**config.mk**
```make
export PLATFORM = sky130hd
export DESIGN_NAME = vdp_ctrl
export DESIGN_NICKNAME = d
export VERILOG_FILES = /design/src/hdl/vdp_pkg.sv /design/src/hdl/vdp_ctrl.sv
export SDC_FILE = /design/constraint.sdc
export NUM_CORES = 1
export LEC_CHECK = 0
export CAP_MARGIN = 20
export CORE_AREA = 2 2 39 41
export CTS_BUF_LIST = sky130_fd_sc_hd__clkbuf_8
export DETAILED_ROUTE_END_ITERATION = 12
export DIE_AREA = 0 0 41 43
export DONT_BUFFER_PORTS = 1
export PLACE_DENSITY = 0.3
export SLEW_MARGIN = 25
export SYNTH_ARGS = -nofsm -noshare
export SYNTH_HDL_FRONTEND = slang
export SYNTH_SLANG_ARGS = --single-unit
```
**constraint.sdc**
```tcl
create_clock -name clk -period 2.3 [get_ports clk]
set_clock_uncertainty 0.2 [all_clocks]
set_input_delay 0.46 -clock clk [delete_from_list [all_inputs] [get_ports clk]]
set_output_delay 0.46 -clock clk [all_outputs]
set_load 0.1 [all_outputs]
```
**src/hdl/vdp_pkg.sv**
```systemverilog
`timescale 1ns / 1ps

package vdp_pkg;

  localparam int MEM_DEPTH = 16384;
  localparam int ADDR_W    = $clog2(MEM_DEPTH);

  // raw address from the control sequence is 14 bits before wrapping
  localparam int RAW_W      = 14;
  localparam int RAW_SPAN   = 1 << RAW_W;
  localparam int WRAP_W     = ((RAW_W > ADDR_W) ? RAW_W : ADDR_W) + 1;
  localparam int LOAD_FOLDS = (RAW_SPAN + MEM_DEPTH - 1) / MEM_DEPTH;

  localparam int ACT_W  = 2;
  localparam int BYTE_W = 8;
  localparam int NREGS  = 8;
  localparam int REG_W  = $clog2(NREGS);

  localparam logic [ACT_W-1:0] ACT_READ  = 2'd0;
  localparam logic [ACT_W-1:0] ACT_WRITE = 2'd1;
  localparam logic [ACT_W-1:0] ACT_TICK  = 2'd2;

  localparam logic PORT_DATA = 1'b0;
  localparam logic PORT_CTRL = 1'b1;

  localparam logic [REG_W-1:0] REG_MODE1 = 3'd1;

  localparam logic [BYTE_W-1:0] STATUS_KEEP = 8'h1f;
  localparam logic [BYTE_W-1:0] STATUS_FRAME = 8'h80;

  localparam int BIT_FRAME  = 7;
  localparam int BIT_IRQ_EN = 5;
  localparam int BIT_REG_WR = 7;
  localparam int BIT_WR_MODE = 6;

  localparam logic [BYTE_W-1:0] REG_MASK [NREGS] = '{
    8'h03, 8'hfb, 8'h0f, 8'hff, 8'h07, 8'h7f, 8'h07, 8'hff
  };

  typedef struct packed {
    logic clear;
    logic accept;
    logic exec;
  } ctrl_cmd_t;

  typedef struct packed {
    logic clear_last;
  } dp_status_t;

  function automatic logic [ADDR_W-1:0] addr_step(input logic [ADDR_W-1:0] a);
    return (a == ADDR_W'(MEM_DEPTH - 1)) ? '0 : a + 1'b1;
  endfunction

  function automatic logic [ADDR_W-1:0] wrap_load(input logic [RAW_W-1:0] raw);
    logic [WRAP_W-1:0] w;
    w = WRAP_W'(raw);
    for (int i = 0; i < LOAD_FOLDS; i++) begin
      if (w >= WRAP_W'(MEM_DEPTH)) w = w - WRAP_W'(MEM_DEPTH);
    end
    return w[ADDR_W-1:0];
  endfunction

endpackage

```
**src/hdl/vdp_ctrl.sv**
```systemverilog
`timescale 1ns / 1ps

module vdp_ctrl import vdp_pkg::*; (
  input  logic       clk,
  input  logic       rst,
  input  logic       in_valid,
  output logic       in_ready,
  output logic       out_valid,
  input  logic       out_ready,
  input  dp_status_t status,
  output ctrl_cmd_t  cmd
);

  typedef enum logic [1:0] {
    S_CLEAR,
    S_IDLE,
    S_EXEC
  } state_t;

  state_t state;

  assign cmd.clear  = (state == S_CLEAR);
  assign cmd.accept = in_ready && in_valid;
  // finish only when the result register is free or being emptied
  assign cmd.exec   = (state == S_EXEC) && (!out_valid || out_ready);

  always_ff @(posedge clk) begin
    if (rst) begin
      state     <= S_CLEAR;
      in_ready  <= 1'b0;
      out_valid <= 1'b0;
    end else begin
      if (cmd.exec)                    out_valid <= 1'b1;
      else if (out_valid && out_ready) out_valid <= 1'b0;
      unique case (state)
        S_CLEAR: begin
          if (status.clear_last) begin
            state    <= S_IDLE;
            in_ready <= 1'b1;
          end
        end
        S_IDLE: begin
          if (cmd.accept) begin
            state    <= S_EXEC;
            in_ready <= 1'b0;
          end
        end
        S_EXEC: begin
          if (cmd.exec) begin
            state    <= S_IDLE;
            in_ready <= 1'b1;
          end
        end
      endcase
    end
  end

endmodule

```
==> flow_summary.json <==
{
  "status": "finished clean",
  "cp.required_ns": 1.64,
  "nets": 32,
  "die-area_sq_mm": 0.00176,
  "path_class": "reg2out",
  "portBuffers": 0,
  "dr.pass1.iters": 2,
  "antenna_left": 0,
  "track_usage_pct": 5.32,
  "cts_resized": 0,
  "ys_top_cells_by_area": "dfxtp_1, nand2b_4, nor2_1",
  "fin_cells": 42,
  "place_congestion": 0.604,
  "grt_start_max_net_pins": 6,
  "post-route-util_pct": 20.0,
  "clk_latency_ns": 0.21,
  "clockRootBuffer": "clkbuf_8",
  "dp_hpwl_um": 242,
  "final_hold_viol_count": 0,
  "yosys.cell_types.count": 11,
  "fin_ws_ns": 0.563,
  "cts_buffers": 3,
  "max_freq_mhz": 576,
  "fin_crit_ns": 1.74,
  "setup_viol": 0,
  "core_area_sq_mm": 0.00138,
  "maxCapViolations": 0,
  "drc": 0,
  "cts_setup_buffers": 0,
  "syn_area_sq_um": 135,
  "nFillCells": 155,
  "seq_area_frac_synth_pct": 44.4,
  "post-place-ws_ns": 0.703,
  "hold_start": "rst",
  "grt_antenna_before_repair": 0,
  "r2r_start": "state[0]",
  "dp.cells": 38,
  "post-synth-top-area-cell": "dfxtp_1",
  "fp-row-count": 14,
  "hold_depth": 1,
  "syn-instance-count": 16,
  "yosysTopAreaCellShare_pct": 44.4,
  "cts_tree": "done",
  "finalWirelength_um": 352,
  "layout_common_cells": "buf_4, clkbuf_8",
  "synth-seq-cells": 3,
  "grt_overflow": 0,
  "drtIter0Drc": 3,
  "rsz0062_at_grt": "no",
  "wire_per_inst_um": 8.38,
  "clock_sinks": 3,
  "insertedDiodeCount": 0,
  "post-route-period-util_pct": 75.5,
  "grt_pass1_wl_um": 545,
  "power_density_mw_per_mm2": 988,
  "clk_pin_slew_ns": 0.03,
  "worstSetupStartpoint": "state[1]",
  "area_growth_pct": 105,
  "cp-end-kind": "primary output",
  "hp-class": "in2reg",
  "leakagePower_nw": 0.121,
  "vias_per_cell": 3.40,
  "die_h_um": 43,
  "cp_max_fo": 4,
  "slew_violations": 0,
  "syn_nets": 21,
  "mostFrequentLayoutCell": "buf_4",
  "worstMarginPinSlew_ns": 0.281,
  "r2r_cells": 3,
  "grt_pass1_vias": 140,
  "h-tree-depth": 1,
  "syn_avg_cell_area_sq_um": 8.45,
  "num_vias": 143,
  "drive_gt1_share_pct": 50.0,
  "clockBufferDepth": 2,
  "ir_drop_mv": 0.357,
  "start_util_pct": 9.76,
  "die_w_um": 41,
  "start_kind": "flip-flop",
  "max_slew_margin_pct": 81.5,
  "ios": 10,
  "yosysWarnings": 0,
  "worstPathArrival_ns": 1.08,
  "cts_hold_buf": 0
}
## power by group
part | internal (W) | switching [W]
logic | 0.0000176 | 0.0000486
registers | 0.0000556 | 0.00000341
clock network | 0.000114 | 0.0000343
total | 0.000187 | 0.0000864
## worst paths after layout
path	to	slack (ns)
setup / recovery	cmd[0]	0.56
hold / removal	state[1]	0.11
setup reg to reg	state[0]	1.22
hold reg to reg	out_valid	0.37
## metrics by stage
stage / power [W] / setup TNS, ns / hold slack (ns) / cell area (sq um)
after floorplan: 0.000110 / -0.126 / 0.329 / 141
after global placement: 0.000126 / 0 / 0.333 / 231
after detailed placement: 0.000126 / 0 / 0.331 / 231
after CTS: 0.000279 / 0 / 0.109 / 277
after global routing: 0.000288 / 0 / 0.106 / 277
final: 0.000273 / 0 / 0.114 / 277
## registers in the layout, indices dropped and copies added, names as in the netlist
| signal | cells |
|---|---|
| out_valid | 1 |
| state | 2 |
## routing by layer
| metal | global-route usage, % | wire length [um] |
|---|---|---|
| met1 | 5.45 | 151 |
| met3 | 8.38 | 91 |
| met2 | 5.31 | 109 |
| met5 | 0 | 0 |
| met4 | 2.00 | 0 |
## cells in the mapped netlist
| cell | n |
|---|---|
| dfxtp_1 | 3 |
| nor2_1 | 3 |
| a21oi_1 | 2 |
| inv_1 | 1 |
| nand2_1 | 1 |
| nand2b_1 | 1 |
| nand2b_4 | 1 |
| nor2b_1 | 1 |
| nor3_1 | 1 |
| o22a_1 | 1 |
| or2_1 | 1 |
## worst max-delay path: stages (launching register included)
cell	delay [ns]
dfxtp_1	0.42
nand2b_4	0.09
nor2b_2	0.16
buf_12	0.19
## cell families (layout without fill, tap and decap cells)
logic type	Yosys count	count (layout)	synth area share [%]
compound gates	3	3	13.9
simple gates	9	9	38.9
buf+inv	1	11	2.78
flops	3	3	44.4
## final cells by class
cell class                      instances  area, sq um  area share (%)
Clock buffer                            3         41.3            14.9
Clock inverter                          1         3.75            1.36
Inverter                                1         3.75            1.36
Multi-Input combinational cell         12         76.3            27.6
Sequential cell                         3         61.3            22.2
Tap cell                               16         20.0            7.24
Timing Repair Buffer                    6         70.1            25.3
(Power assumes the default switching activity.)
